### src/rtl/core/fxd_pkg.sv
// Shared types and constants for the framed packet XOR deframer.
// Used by fxd_frame_track, fxd_result_buf and framed_packet_xor_deframer.
`default_nettype none

package fxd_pkg;

  // Frame layout: start, command, length, payload, checksum, end.
  localparam logic [7:0] START_MARK     = 8'hAA;
  localparam logic [7:0] END_MARK       = 8'h55;
  localparam int         FRAME_OVERHEAD = 5;
  localparam int         MAX_PAYLOAD    = 64;

  localparam int         CNT_W          = 9;
  localparam logic [CNT_W-1:0] COUNT_MAX = {CNT_W{1'b1}};

  localparam int         IDX_W          = 6;
  localparam int         ERR_W          = 3;

  // Packed result word width, padded up to whole bytes.
  localparam int         RES_BITS       = 8 + IDX_W + 8 + 8 + 1 + ERR_W;
  localparam int         OUT_TDATA_W    = ((RES_BITS + 7) / 8) * 8;

  typedef enum logic [ERR_W-1:0] {
    ERR_OK       = 3'd0,
    ERR_SHORT    = 3'd1,
    ERR_MARKER   = 3'd2,
    ERR_LENGTH   = 3'd3,
    ERR_CHECKSUM = 3'd4
  } err_code_t;

  typedef struct packed {
    logic             is_final;
    logic [7:0]       payload_byte;
    logic [IDX_W-1:0] payload_index;
    logic [7:0]       command;
    logic [7:0]       data_length;
    logic             frame_ok;
    err_code_t        error_code;
  } fxd_result_t;

endpackage

`default_nettype wire

### src/rtl/core/framed_packet_xor_deframer.sv
// Top level of the framed packet XOR deframer.
// Depends on fxd_pkg, fxd_frame_track and fxd_result_buf.
//
// The input stream carries one frame byte per transfer in in_tdata, with
// in_tlast set on the frame's final byte. A frame is 0xAA, command, length,
// payload, XOR checksum, 0x55. Each payload byte inside the declared length
// (and below the maximum payload size) of a frame with a good start byte
// yields one result transfer with out_tuser low; the final byte yields one
// verdict transfer with out_tuser high, carrying frame_ok and an error code.
// Other bytes yield no result. Frame state is updated in the same cycle a
// byte is accepted; a result goes into the output register or skid entry.
// Throughput is one byte per cycle: the count and XOR update is a single
// short step, and a two-entry result buffer (output register plus skid
// entry) keeps in_tready high while one result waits. in_tready drops only
// when both entries hold results the receiver has not yet taken.
// Reset (rst_n low, synchronous) clears the frame state and empties the
// result buffer; the next byte is treated as a frame's first byte.
// After every final byte the frame state clears for the next frame.
`default_nettype none

module framed_packet_xor_deframer (
  input  wire logic                             clk,
  input  wire logic                             rst_n,
  input  wire logic                             in_tvalid,
  output logic                                  in_tready,
  input  wire logic [7:0]                       in_tdata,  // [7:0] data_byte
  input  wire logic                             in_tlast,  // last_byte
  output logic                                  out_tvalid,
  input  wire logic                             out_tready,
  // [7:0] payload_byte, [13:8] payload_index, [21:14] command,
  // [29:22] data_length, [30] frame_ok, [33:31] error_code, rest zero
  output logic [fxd_pkg::OUT_TDATA_W-1:0]       out_tdata,
  output logic                                  out_tuser   // is_final
);
  import fxd_pkg::*;

  logic        in_xfer;
  logic        res_valid;
  fxd_result_t res;
  fxd_result_t head;
  logic        can_push;

  // A byte is taken whenever the buffer has a free entry.
  assign in_tready = can_push;
  assign in_xfer   = in_tvalid && in_tready;

  fxd_frame_track u_track (
    .clk        (clk),
    .rst_n      (rst_n),
    .byte_valid (in_xfer),
    .data_byte  (in_tdata),
    .last_byte  (in_tlast),
    .res        (res),
    .res_valid  (res_valid)
  );

  fxd_result_buf u_buf (
    .clk        (clk),
    .rst_n      (rst_n),
    .push       (res_valid),
    .push_data  (res),
    .can_push   (can_push),
    .head_valid (out_tvalid),
    .head_data  (head),
    .pop        (out_tvalid && out_tready)
  );

  // Pack the result fields, lowest field first, padded with zeros.
  assign out_tuser = head.is_final;
  assign out_tdata = {{(OUT_TDATA_W-RES_BITS){1'b0}},
                      head.error_code,
                      head.frame_ok,
                      head.data_length,
                      head.command,
                      head.payload_index,
                      head.payload_byte};

endmodule

`default_nettype wire

### src/rtl/core/fxd_frame_track.sv
// Per-frame state (count, running XOR, command, length, start check) and the
// combinational result logic. Depends on fxd_pkg.
`default_nettype none

module fxd_frame_track (
  input  wire logic               clk,
  input  wire logic               rst_n,
  input  wire logic               byte_valid,
  input  wire logic [7:0]         data_byte,
  input  wire logic               last_byte,
  output fxd_pkg::fxd_result_t    res,
  output logic                    res_valid
);
  import fxd_pkg::*;

  localparam logic [CNT_W-1:0] MAX_PAY_C  = CNT_W'(MAX_PAYLOAD);
  localparam logic [CNT_W-1:0] OVERHEAD_C = CNT_W'(FRAME_OVERHEAD);

  logic [CNT_W-1:0] byte_count_r, byte_count_nxt;
  logic [7:0]       running_xor_r, running_xor_nxt;
  logic [7:0]       command_byte_r, command_byte_nxt;
  logic [7:0]       length_byte_r, length_byte_nxt;
  logic             start_ok_r, start_ok_nxt;

  logic [CNT_W-1:0] total;
  logic [CNT_W-1:0] len_ext;
  logic [CNT_W-1:0] idx;
  err_code_t        err;

  always_comb begin
    len_ext = {{(CNT_W-8){1'b0}}, length_byte_r};
    total   = (byte_count_r == COUNT_MAX) ? COUNT_MAX : byte_count_r + 1'b1;
    idx     = byte_count_r - CNT_W'(3);

    if (total < OVERHEAD_C) begin
      err = ERR_SHORT;
    end else if (!start_ok_r || data_byte != END_MARK) begin
      err = ERR_MARKER;
    end else if (len_ext > MAX_PAY_C || total != OVERHEAD_C + len_ext) begin
      err = ERR_LENGTH;
    end else if (running_xor_r != 8'h00) begin
      err = ERR_CHECKSUM;
    end else begin
      err = ERR_OK;
    end
  end

  always_comb begin
    byte_count_nxt   = byte_count_r;
    running_xor_nxt  = running_xor_r;
    command_byte_nxt = command_byte_r;
    length_byte_nxt  = length_byte_r;
    start_ok_nxt     = start_ok_r;
    res              = '0;
    res.command      = command_byte_r;
    res.data_length  = length_byte_r;
    res.error_code   = ERR_OK;
    res_valid        = 1'b0;

    if (byte_valid) begin
      if (last_byte) begin
        res.is_final     = 1'b1;
        res.frame_ok     = (err == ERR_OK);
        res.error_code   = err;
        res_valid        = 1'b1;
        byte_count_nxt   = '0;
        running_xor_nxt  = '0;
        command_byte_nxt = '0;
        length_byte_nxt  = '0;
        start_ok_nxt     = 1'b0;
      end else begin
        if (byte_count_r == '0) begin
          start_ok_nxt = (data_byte == START_MARK);
        end else begin
          running_xor_nxt = running_xor_r ^ data_byte;
          if (byte_count_r == CNT_W'(1)) begin
            command_byte_nxt = data_byte;
          end else if (byte_count_r == CNT_W'(2)) begin
            length_byte_nxt = data_byte;
          end else if (start_ok_r && idx < len_ext && idx < MAX_PAY_C) begin
            // Payload byte within the declared length.
            res.payload_byte  = data_byte;
            res.payload_index = idx[IDX_W-1:0];
            res_valid         = 1'b1;
          end
        end
        if (byte_count_r != COUNT_MAX) begin
          byte_count_nxt = byte_count_r + 1'b1;
        end
      end
    end
  end

  always_ff @(posedge clk) begin
    if (!rst_n) begin
      byte_count_r   <= '0;
      running_xor_r  <= '0;
      command_byte_r <= '0;
      length_byte_r  <= '0;
      start_ok_r     <= 1'b0;
    end else begin
      byte_count_r   <= byte_count_nxt;
      running_xor_r  <= running_xor_nxt;
      command_byte_r <= command_byte_nxt;
      length_byte_r  <= length_byte_nxt;
      start_ok_r     <= start_ok_nxt;
    end
  end

endmodule

`default_nettype wire

### src/rtl/core/fxd_result_buf.sv
// Two-entry result buffer: an output register plus a skid entry, so input
// stays open while the receiver stalls, until both entries are full. Depends on fxd_pkg.
`default_nettype none

module fxd_result_buf (
  input  wire logic              clk,
  input  wire logic              rst_n,
  input  wire logic              push,
  input  fxd_pkg::fxd_result_t   push_data,
  output logic                   can_push,
  output logic                   head_valid,
  output fxd_pkg::fxd_result_t   head_data,
  input  wire logic              pop
);
  import fxd_pkg::*;

  logic [1:0]  count_r, count_nxt;
  fxd_result_t head_r, head_nxt;
  fxd_result_t skid_r, skid_nxt;

  assign can_push   = (count_r != 2'd2);
  assign head_valid = (count_r != 2'd0);
  assign head_data  = head_r;

  always_comb begin
    count_nxt = count_r;
    head_nxt  = head_r;
    skid_nxt  = skid_r;
    case (count_r)
      2'd0: begin
        if (push) begin
          head_nxt  = push_data;
          count_nxt = 2'd1;
        end
      end
      2'd1: begin
        if (push && pop) begin
          head_nxt = push_data;
        end else if (push) begin
          skid_nxt  = push_data;
          count_nxt = 2'd2;
        end else if (pop) begin
          count_nxt = 2'd0;
        end
      end
      2'd2: begin
        if (pop) begin
          head_nxt  = skid_r;
          count_nxt = 2'd1;
        end
      end
      default: begin
        count_nxt = 2'd0;
      end
    endcase
  end

  always_ff @(posedge clk) begin
    if (!rst_n) begin
      count_r <= 2'd0;
    end else begin
      count_r <= count_nxt;
    end
  end

  always_ff @(posedge clk) begin
    head_r <= head_nxt;
    skid_r <= skid_nxt;
  end

endmodule

`default_nettype wire

### config.mk
export PLATFORM = sky130hd
export DESIGN_NAME = framed_packet_xor_deframer
export DESIGN_NICKNAME = d
export VERILOG_FILES = /design/src/rtl/core/fxd_pkg.sv /design/src/rtl/core/framed_packet_xor_deframer.sv /design/src/rtl/core/fxd_frame_track.sv /design/src/rtl/core/fxd_result_buf.sv
export SDC_FILE = /design/constraint.sdc
export NUM_CORES = 1
export LEC_CHECK = 0
export CORE_MARGIN = 1.5
export CORE_UTILIZATION = 43
export CTS_CLUSTER_SIZE = 16
export DETAILED_ROUTE_END_ITERATION = 16
export DONT_BUFFER_PORTS = 1
export GPL_ROUTABILITY_DRIVEN = 0
export PLACE_DENSITY = 0.55
export RECOVER_POWER = 100
export SYNTH_ARGS = -nofsm -noshare
export SYNTH_HDL_FRONTEND = slang
export SYNTH_HIERARCHICAL = 1
export SYNTH_SLANG_ARGS = --single-unit
### constraint.sdc
create_clock -name clk -period 7.8 [get_ports clk]
set_input_delay 2.34 -clock clk [delete_from_list [all_inputs] [get_ports clk]]
set_output_delay 2.34 -clock clk [all_outputs]
set_load 0.1 [all_outputs]
==> flow_metrics.tcl, run 1 <==
set metrics [dict create \
    status "finished with violations" \
    violations "capacitance limit, slew limit" \
    tightest_slew_ns 2.97 \
    wl_per_cell_um 17.8 \
    crit_arrival_ns 5.25 \
    critPathKind "reg -> reg" \
    cellLeakagePower_nw 2.06 \
    cp-end-kind "flop" \
    path_buf_inv 0 \
    grt_pass1_wl_um 18100 \
    boundaryPins 56 \
    num_vias 3421 \
    tns_ns 0 \
    min_from "u_track/command_byte_r[6]$_SDFFE_PN0P_" \
    drc 0 \
    path_delay_family "compound AO/OA/AOI/OAI gates" \
    clock_latency_ns 0.36 \
    reg2regPathDepth 12 \
    ctsHoldBuffers 0 \
    fin_total_pwr_mw 1.26 \
    rsz0062_at_grt "no" \
    ff2ff_setup_slack_ns 2.46 \
    ant_nets 0 \
    power.net_switching_uw 336 \
    synth_top_cell_by_area "edfxtp_1" \
    grt_max_degree 38 \
    rows 41 \
    cts.clk_slew.worst_paths_ns 0.07 \
    internal_power_uw 919 \
    core-area_um2 12500 \
    diodes 0 \
    synth-simple-area-share_pct 15.5 \
    synth_mux_area_share_pct 9.31 \
    clockRootBuffer "clkbuf_16" \
    maxCapViolCount 2 \
    async_flop_share_pct 0 \
    post-route-period-util_pct 68.4 \
    fin_crit_ns 5.34 \
    r2r_start "u_track/byte_count_r[5]$_SDFFE_PN0P_" \
    die_x_um 116 \
    min_to "u_buf/skid_r[18]$_DFFE_PP_" \
    area_growth_pct 5.06 \
    grt_antenna_before_repair 0 \
    pwr-share-seq_pct 54.4 \
    comb_power_share_pct 5.2 \
    post-dp-hpwl_um 7890 \
    syn-cell-area_um2 5470 \
    synth_edf_count 70 \
    port-buffer-count 0 \
    report.final.slew_viol_count 38 \
    die_h_um 116 \
    timing.fmax_mhz 187 \
    hold_ws_ns 0.469 \
    min_path_type "reg -> reg" \
    synth_xor_area_share_pct 4.35 \
    whs_path_depth 0 \
    r2r_end "u_buf/head_data[34]$_DFFE_PP_" \
    first_pass_iters 4 \
    start_kind "flop" \
    drt_iter0_drc 247 \
    syn-instance-count 476 \
    drive_gt1_share_pct 8.74 \
    synth_top_family_by_area "simple AND/OR/NAND/NOR gates" \
    finalSetupViolCount 0 \
    synthFlopType "edfxtp_1" \
    initial_core_util_pct 43.7 \
    powerDensity_nw_per_um2 218 \
    grt.total_usage_pct 18.1 \
    p_sw_share_pct 26.8 \
    skew_ns 0.0124 \
    critical_path_required_ns 7.71 \
    grt-ovfl-total 0 \
    post_cts_resized 0 \
    clock_path_buffers 2 \
    drt-total-wl_um 11400 \
    synth_cell_type_count 67 \
    cts_setup_buffers 0 \
    slowest_delay_ns 1.51 \
    seq_area_frac_synth_pct 51.6 \
    ys_top_cells_by_area "edfxtp_1 38%, dfxtp_1 13%, mux2_4 7.7%" \
    fin_util_pct 45.9 \
    worstPathMaxFanout 35 \
    slowest_stage "o21ai_1" \
    nNetsFinal 492 \
    synth-compound-area-share_pct 10.1 \
    synth_seq_cells 106 \
    crit_chain "or4_1, o21ai_0, ha_1, nand3_1, a21oi_1, a2111oi_0, o21ai_0, or2_2, a21oi_1, nor2b_1, nand2_1, o21ai_1" \
    finalHoldViolations 0 \
    grt_pass1_vias 3244 \
    yosys-top-cells-count "70 x edfxtp_1, 37 x nor2_1, 36 x dfxtp_1, 31 x nor2b_1, 28 x mux2_4" \
    htree_levels 3 \
    synth_fa_ha_area_share_pct 3.43 \
    netlist.area_leader.share_pct 38.4 \
    synth.most_common_cell "edfxtp_1" \
    numClockSinks 106 \
    clock_power_share_pct 40.4 \
    yosysWarnings 6 \
    relSlewSlack_pct -99.1 \
    ir_worst_vdd_uv 89.2 \
    dieArea_um2 13400 \
    numCtsBuffers 9 \
    cts_tree "built" \
    synth_area_per_cell_um2 11.5 \
    drt-vias-per-instance 5.34 \
    fillers 1196 \
]
## how the worst max path moves through the flow
stage | start | depth (start not counted) | slack, ns | to
2_1_floorplan | out_tready | 3 | 2.27 | u_buf/head_data[0]$_DFFE_PP_
3_3_place_gp | in_tvalid | 5 | 3.13 | u_buf/skid_r[1]$_DFFE_PP_
3_5_place_dp | in_tvalid | 5 | 3.10 | u_buf/skid_r[17]$_DFFE_PP_
4_1_cts | u_track/byte_count_r[5]$_SDFFE_PN0P_ | 11 | 3.26 | u_buf/skid_r[14]$_DFFE_PP_
5_1_grt | u_track/byte_count_r[5]$_SDFFE_PN0P_ | 12 | 1.76 | u_buf/head_data[4]$_DFFE_PP_
6_report | u_track/byte_count_r[5]$_SDFFE_PN0P_ | 12 | 2.46 | u_buf/head_data[34]$_DFFE_PP_
## cells by family (layout without fill, tap and decap cells)
kind of cell               Yosys count  count (layout)
buffers and inverters               58              46
AOI/OAI and AO/OA                   83              83
adders and majority gates           15              15
muxes                               36              36
xor gates and xnor gates            24              24
and+or+nand+nor                    153             153
DFF                                106             106
other                                1               6
## per-layer routing
| layer | global-route usage (%) | part of all wire (%) |
|---|---|---|
| met4 | 7.32 | 1.7 |
| met1 | 26.1 | 50 |
| met3 | 3.24 | 2.8 |
| met5 | 0 | 0 |
| met2 | 26.8 | 45 |
## cell type report
cell class                 count  area (um^2)  area share, %
clock inverter                 7          113           1.96
multi-input combinational    317         2250           39.2
tap                          172          215           3.75
inverter                      29          109           1.89
clock buffer                   9          225           3.92
sequential                   106         2820           49.1
timing repair buffer           1         7.51          0.131
## sequential cells by signal, indices dropped and copies added (netlist names)
| signal | cells |
|---|---|
| u_track/byte_count_r | 9 |
| u_track/length_byte_r | 8 |
| u_buf/skid_r | 35 |
| u_track/start_ok_r | 1 |
| u_buf/count_r | 2 |
| u_track/running_xor_r | 8 |
| u_track/command_byte_r | 8 |
| u_buf/head_data | 35 |
## power groups by stage
stage / clock (mW) / combinational (mW) / sequential [mW]
CTS: 0.521 / 0.0704 / 0.682
finish: 0.507 / 0.0655 / 0.682
floorplan: 0 / 0.0639 / 0.693
global route: 0.544 / 0.0719 / 0.685
detailed placement: 0 / 0.0702 / 0.695
global placement: 0 / 0.0693 / 0.694
## through the flow
| stage | area, um^2 | setup WS (ns) | std cells |
|---|---|---|---|
| 5_1_grt | 5750 | 1.76 | 641 |
| 3_5_place_dp | 5540 | 3.10 | 625 |
| 6_report | 5750 | 2.46 | 641 |
| 2_1_floorplan | 5490 | 2.27 | 481 |
| 3_3_place_gp | 5540 | 3.13 | 625 |
| 4_1_cts | 5880 | 3.26 | 641 |
## layout by cell type (no fill, tap or decap), drive strengths merged, types with 3 or more instances in the layout
| master | synthesis | final |
|---|---|---|
| a21oi | 20 | 20 |
| a22oi | 17 | 17 |
| and2 | 6 | 6 |
| and3 | 3 | 3 |
| clkbuf | 13 | 9 |
| conb | 1 | 6 |
| dfxtp | 36 | 36 |
| edfxtp | 70 | 70 |
| ha | 15 | 15 |
| inv | 29 | 31 |
| mux2 | 35 | 35 |
| nand2 | 23 | 23 |
| nand3 | 9 | 9 |
| nand3b | 4 | 4 |
| nand4 | 5 | 5 |
| nor2 | 37 | 37 |
| nor2b | 32 | 32 |
| nor3 | 11 | 11 |
| nor4 | 7 | 7 |
| o21ai | 20 | 20 |
| o31ai | 3 | 3 |
| or4 | 4 | 4 |
| xnor2 | 7 | 7 |
| xor2 | 15 | 15 |
Note: power is estimated with default switching activity, not from simulation.
==> run 2: changes to the inputs <==
ABC_AREA = 1   (was not set)
clock period = 5 ns   (was 7.8 ns; I/O delays follow)
==> run 2 against run 1 <==
  * Critical path depth up 11
  * The flow now finishes without violations
  * Critical endpoint is now u_buf/head_data[8]$_DFFE_PP_
  * Largest cell class unchanged
  * Sequential cell count unchanged
  * Synthesized cell count up 29%
  * Largest power group unchanged
  * Cell count up 19%
==> flow_metrics.tcl, run 2 <==
set metrics [dict create \
    status "finished clean" \
    area_growth_pct 5.65 \
    ys_top_cells_by_area "edfxtp_1 40%, nand2_1 16%, dfxtp_1 14%" \
    boundaryPins 56 \
    powerDensity_nw_per_um2 343 \
    startpoint "u_track/byte_count_r[0]$_SDFFE_PN0P_" \
    nNetsFinal 640 \
    numCtsBuffers 9 \
    ir_worst_vdd_uv 135 \
    dieArea_um2 12900 \
    rows 40 \
    die_x_um 114 \
    ctsHoldBuffers 0 \
    r2r_start "u_track/byte_count_r[0]$_SDFFE_PN0P_" \
    synth_mux_area_share_pct 0 \
    grt_pass1_vias 3741 \
    cp-end-kind "flop" \
    synth.most_common_cell "nand2_1" \
    timing.fmax_mhz 259 \
    start_kind "flop" \
    synth_top_family_by_area "simple AND/OR/NAND/NOR gates" \
    skew_ns 0.00839 \
    core-area_um2 12000 \
    diodes 0 \
    htree_levels 3 \
    reg2regPathDepth 23 \
    seq_area_frac_synth_pct 53.5 \
    whs_path_depth 1 \
    synth_top_cell_by_area "edfxtp_1" \
    min_path_type "reg -> reg" \
    syn-instance-count 612 \
    drive_gt1_share_pct 5.02 \
    grt_antenna_before_repair 0 \
    yosysWarnings 6 \
    clock_path_buffers 2 \
    synth_xor_area_share_pct 1.99 \
    post-route-period-util_pct 77.2 \
    first_pass_iters 4 \
    hold_ws_ns 0.445 \
    report.final.slew_viol_count 0 \
    clock_latency_ns 0.36 \
    synthFlopType "edfxtp_1" \
    wl_per_cell_um 15.3 \
    cts_tree "built" \
    finalHoldViolations 0 \
    post-dp-hpwl_um 8480 \
    drt-vias-per-instance 5.09 \
    synth-compound-area-share_pct 5.86 \
    relSlewSlack_pct 19.6 \
    grt_max_degree 38 \
    fin_crit_ns 3.86 \
    drt_iter0_drc 265 \
    syn-cell-area_um2 5270 \
    port-buffer-count 0 \
    post_cts_resized 0 \
    drc 0 \
    synth_cell_type_count 35 \
    cellLeakagePower_nw 2.34 \
    grt-ovfl-total 0 \
    critPathKind "reg -> reg" \
    dp.cells 748 \
    synth_seq_cells 106 \
    die_h_um 114 \
    yosys-top-cells-count "227 x nand2_1, 70 x edfxtp_1, 61 x inv_1, 38 x a21oi_1, 38 x nor2_1" \
    worstPathMaxFanout 33 \
    rsz0062_at_grt "no" \
    tightest_slew_ns 1.20 \
    crit_arrival_ns 3.84 \
    min_from "u_track/running_xor_r[6]$_SDFFE_PN0P_" \
    clockRootBuffer "clkbuf_16" \
    netlist.area_leader.share_pct 39.9 \
    cts_setup_buffers 0 \
    synth_area_per_cell_um2 8.61 \
    layout_commonest_cell "nand2_1" \
    synth_fa_ha_area_share_pct 3.56 \
    ant_nets 0 \
    drt-total-wl_um 11700 \
    grt_pass1_wl_um 18800 \
    cts.clk_slew.worst_paths_ns 0.07 \
    numClockSinks 106 \
    final_cell_mix "227 x nand2_1, 70 x edfxtp_1, 62 x inv_1, 49 x nor2_1, 38 x a21oi_1" \
    stdcell_count 764 \
    async_flop_share_pct 0 \
    tns_ns 0 \
    maxCapViolCount 0 \
    critical_path_required_ns 4.98 \
    num_vias 3890 \
    synth_edf_count 70 \
    finalSetupViolCount 0 \
    initial_core_util_pct 44.1 \
    synth-simple-area-share_pct 27.6 \
    grt.total_usage_pct 19.3 \
]
run 2: final timing paths:
path,endpoint,slack (ns)
worst min register to register,u_track/running_xor_r[6]$_SDFFE_PN0P_,0.45
worst min-delay path,u_track/running_xor_r[6]$_SDFFE_PN0P_,0.45
worst max-delay path,u_buf/head_data[8]$_DFFE_PP_,1.14
worst max register to register,u_buf/head_data[8]$_DFFE_PP_,1.14
run 2: report_power, final:
| group | internal, mW | leakage, nW | total, mW | switching (mW) |
|---|---|---|---|---|
| registers | 0.971 | 0.922 | 1.13 | 0.156 |
| clock network | 0.338 | 0.130 | 0.653 | 0.315 |
| logic | 0.0237 | 1.29 | 0.128 | 0.104 |
run 2: metal layers:
metal / vias to the layer above / part of all wire, % / GRT usage [%] / routed length, um
li1: 1962 / - / - / -
met1: 1820 / 46 / 24.8 / 5350
met2: 90 / 47 / 31.5 / 5440
met3: 18 / 5.1 / 4.62 / 600
met4: 0 / 2.5 / 7.58 / 288
met5: - / 0 / 0 / 0
run 2: final cells by class:
class	instances	area (um^2)
fill	1173	6390
tap	147	184
multi-input combinational	426	2030
sequential	106	2820
timing repair buffer	3	17.5
clock inverter	6	37.5
clock buffer	10	229
inverter	66	250
run 2: metrics by stage:
step,setup slack [ns],total power [mW],cell area (um^2),util [%]
4_1_cts,1.52,1.94,5640,47.1
3_3_place_gp,1.67,1.28,5370,44.9
3_5_place_dp,1.53,1.28,5370,44.9
2_1_floorplan,0.809,1.25,5290,-
6_report,1.14,1.91,5570,46.6
5_1_grt,0.706,1.98,5570,46.6
run 2: worst max-delay path: stages, from the launching register on:
cell and delay, ns:
dfxtp_1 0.60, ha_1 0.29, inv_1 0.08, nand2_1 0.06, nand2_1 0.09, ha_1 0.31, a21oi_1 0.16, nand2_1 0.07
nand2_1 0.05, nand2_1 0.05, nand2_1 0.05, nand2_1 0.04, nand2_1 0.05, nand2_1 0.04, nand2_1 0.05, nand2_1 0.06
nand2_1 0.08, nand3_1 0.07, nand2_1 0.10, inv_1 0.04, nand2_1 0.09, nand2_1 0.06, a21oi_1 0.26, clkbuf_2 0.70
run 2: cell families after synthesis:
group                      after synthesis
adders and majority gates               15
and+or+nand+nor                        336
AOI/OAI and AO/OA                       57
xor gates and xnor gates                12
DFF                                    106
other                                    1
buffers and inverters                   85
==> run 3: changes to the inputs <==
ABC_AREA = 0   (was 1)
PLACE_DENSITY = 0.57   (was 0.55)
clock period = 3.3 ns   (was 5 ns; I/O delays follow)
==> run 3 against run 2 <==
  * Routed wire length grew 6.2%
  * Sequential cell count is the same
  * Core utilization grew 3.4 points
  * Sequential power grew 42%
  * Non-clock buffer count grew 36
  * Global-route usage shrank 0.31 points
  * Cell count shrank 11%
  * Setup slack lost 1.1 ns
  * Largest cell class unchanged
  * Register-to-register slack lost 1.1 ns
  * Clock power grew 55%
  * Clock-buffer cell count grew 1
==> flow_metrics.tcl, run 3 (synthesis results as in run 1) <==
set metrics [dict create \
    num_vias 3632 \
    fin_area_um2 6250 \
    cts_tree "built" \
    initial_core_util_pct 43.7 \
    report.final.slew_viol_count 0 \
    reg2regPathDepth 13 \
    clock_path_buffers 2 \
    rows 41 \
    skew_ns 0.00973 \
    core-area_um2 12500 \
    top_layer "met4" \
    cellLeakagePower_nw 2.30 \
    grt_max_degree 37 \
    cp.depth 13 \
    cp-end-kind "flop" \
    clock_latency_ns 0.35 \
    ff2ff_setup_slack_ns 0.03 \
    cts.clk_slew.worst_paths_ns 0.07 \
    startpoint "u_track/byte_count_r[1]$_SDFFE_PN0P_" \
    finalSetupViolCount 0 \
    wl_per_cell_um 18.3 \
    start_kind "flop" \
    path_buf_inv 1 \
    diodes 0 \
    grt.total_usage_pct 19.0 \
    min_path_type "reg -> reg" \
    htree_levels 3 \
    slowest_stage "dfxtp_4" \
    critPathKind "reg -> reg" \
    first_pass_iters 4 \
    wl_met3_um 731 \
    finalHoldViolations 0 \
    r2r_end "u_buf/head_data[8]$_DFFE_PP_" \
    area_growth_pct 14.3 \
    post-dp-hpwl_um 8440 \
    ir_worst_vdd_uv 236 \
    powerDensity_nw_per_um2 451 \
    fin_crit_ns 3.27 \
    fin_total_pwr_mw 2.82 \
    die_h_um 116 \
    grt_pass1_vias 3497 \
    numCtsBuffers 9 \
    slowest_delay_ns 0.37 \
    drt-vias-per-instance 5.35 \
    tightest_slew_ns 1.15 \
    dieArea_um2 13400 \
    fin_util_pct 49.9 \
    grt-ovfl-total 0 \
    grt_antenna_before_repair 0 \
    critical_path_required_ns 3.37 \
    boundaryPins 56 \
    path_delay_family "compound AO/OA/AOI/OAI gates" \
    rsz0062_at_grt "yes" \
    layout_commonest_cell "edfxtp_1" \
    drive_gt1_share_pct 21.7 \
    final_cell_mix "70 x edfxtp_1, 37 x nor2_1, 34 x dfxtp_1, 29 x nor2b_1, 28 x buf_4" \
    numClockSinks 106 \
    drt-met1-wl_um 5370 \
    wl_met2_um 6150 \
    post-route-period-util_pct 99.0 \
    worstPathMaxFanout 8 \
    drt-total-wl_um 12400 \
    r2r_start "u_track/byte_count_r[1]$_SDFFE_PN0P_" \
    maxCapViolCount 0 \
    timing.fmax_mhz 306 \
    crit_arrival_ns 3.33 \
    ctsHoldBuffers 0 \
    crit_chain "ha_4, nor3_4, xor2_1, ha_1, a21o_1, a2111oi_4, o21ai_1, or2_4, a21oi_4, nor2b_4, nand2_2, o21ai_4, clkbuf_16" \
    clockRootBuffer "clkbuf_16" \
    status "finished clean" \
    port-buffer-count 0 \
    place_area_um2 5790 \
    drc 0 \
    grt_pass1_wl_um 19200 \
    fillers 1166 \
    relSlewSlack_pct 23.6 \
    die_x_um 116 \
    ant_nets 0 \
    drt_iter0_drc 287 \
    nNetsFinal 530 \
    cp-endpoint "u_buf/head_data[8]$_DFFE_PP_" \
]
## run 3: changes by cell type in the layout (fill, tap and decap cells not counted), sizes merged, moves of 21 or more
| cell | previous run | this run |
|---|---|---|
| nor2 | 58 | 37 |
| nand2 | 228 | 23 |
| buf | 1 | 33 |
| mux2 | 0 | 35 |
| nor2b | 0 | 32 |
| inv | 67 | 31 |
## run 3: routing by layer
| layer | up-vias | track usage, % |
|---|---|---|
| met4 | 0 | 5.61 |
| li1 | 1756 | - |
| met1 | 1768 | 24.5 |
| met3 | 12 | 5.75 |
| met2 | 96 | 30.7 |
| met5 | - | 0 |
## run 3: per-stage QoR
step | TNS [ns] | worst slack (ns) | hold slack (ns) | instances
3_5_place_dp | -0.0786 | -0.00617 | 0.455 | 649
3_3_place_gp | 0 | 0.145 | 0.450 | 649
4_1_cts | 0 | 0.0143 | 0.469 | 665
5_1_grt | -2.48 | -0.0877 | 0.490 | 679
6_report | 0 | 0.0345 | 0.466 | 679
2_1_floorplan | -4.99 | -0.0894 | 0.427 | 481
## run 3: worst min-delay path by stage
stage | startpoint | to | depth (start not counted)
3_3_place_gp | u_track/command_byte_r[2]$_SDFFE_PN0P_ | u_buf/skid_r[14]$_DFFE_PP_ | 0
2_1_floorplan | u_track/command_byte_r[3]$_SDFFE_PN0P_ | u_buf/skid_r[15]$_DFFE_PP_ | 0
4_1_cts | u_track/command_byte_r[6]$_SDFFE_PN0P_ | u_buf/skid_r[18]$_DFFE_PP_ | 0
6_report | u_track/command_byte_r[6]$_SDFFE_PN0P_ | u_buf/skid_r[18]$_DFFE_PP_ | 0
3_5_place_dp | u_track/command_byte_r[3]$_SDFFE_PN0P_ | u_buf/skid_r[15]$_DFFE_PP_ | 0
5_1_grt | u_track/command_byte_r[3]$_SDFFE_PN0P_ | u_buf/skid_r[15]$_DFFE_PP_ | 0
## run 3: cell type report
class                   count  area [um^2]  area share (%)
multi-input cells         317         2460            39.4
clock inverters             5         35.0           0.560
inverters                  29          109            1.74
repair buffers             39          359            5.74
well taps                 172          215            3.44
clock buffers              11          243            3.88
flip-flops and latches    106         2830            45.3
## run 3: timing repair
item,CTS,global route
hold endpoints to repair,0,0
cloned,0,5
gates resized for setup,1,14
setup endpoints to repair,35,73
pin swaps,0,6
buffers inserted,0,9
## run 3: power by group
part / internal (mW) / leakage (nW) / switching [mW]
Sequential: 1.45 / 0.925 / 0.163
Clock: 0.535 / 0.136 / 0.472
Combinational: 0.0746 / 1.24 / 0.130
Total: 2.06 / 2.30 / 0.764
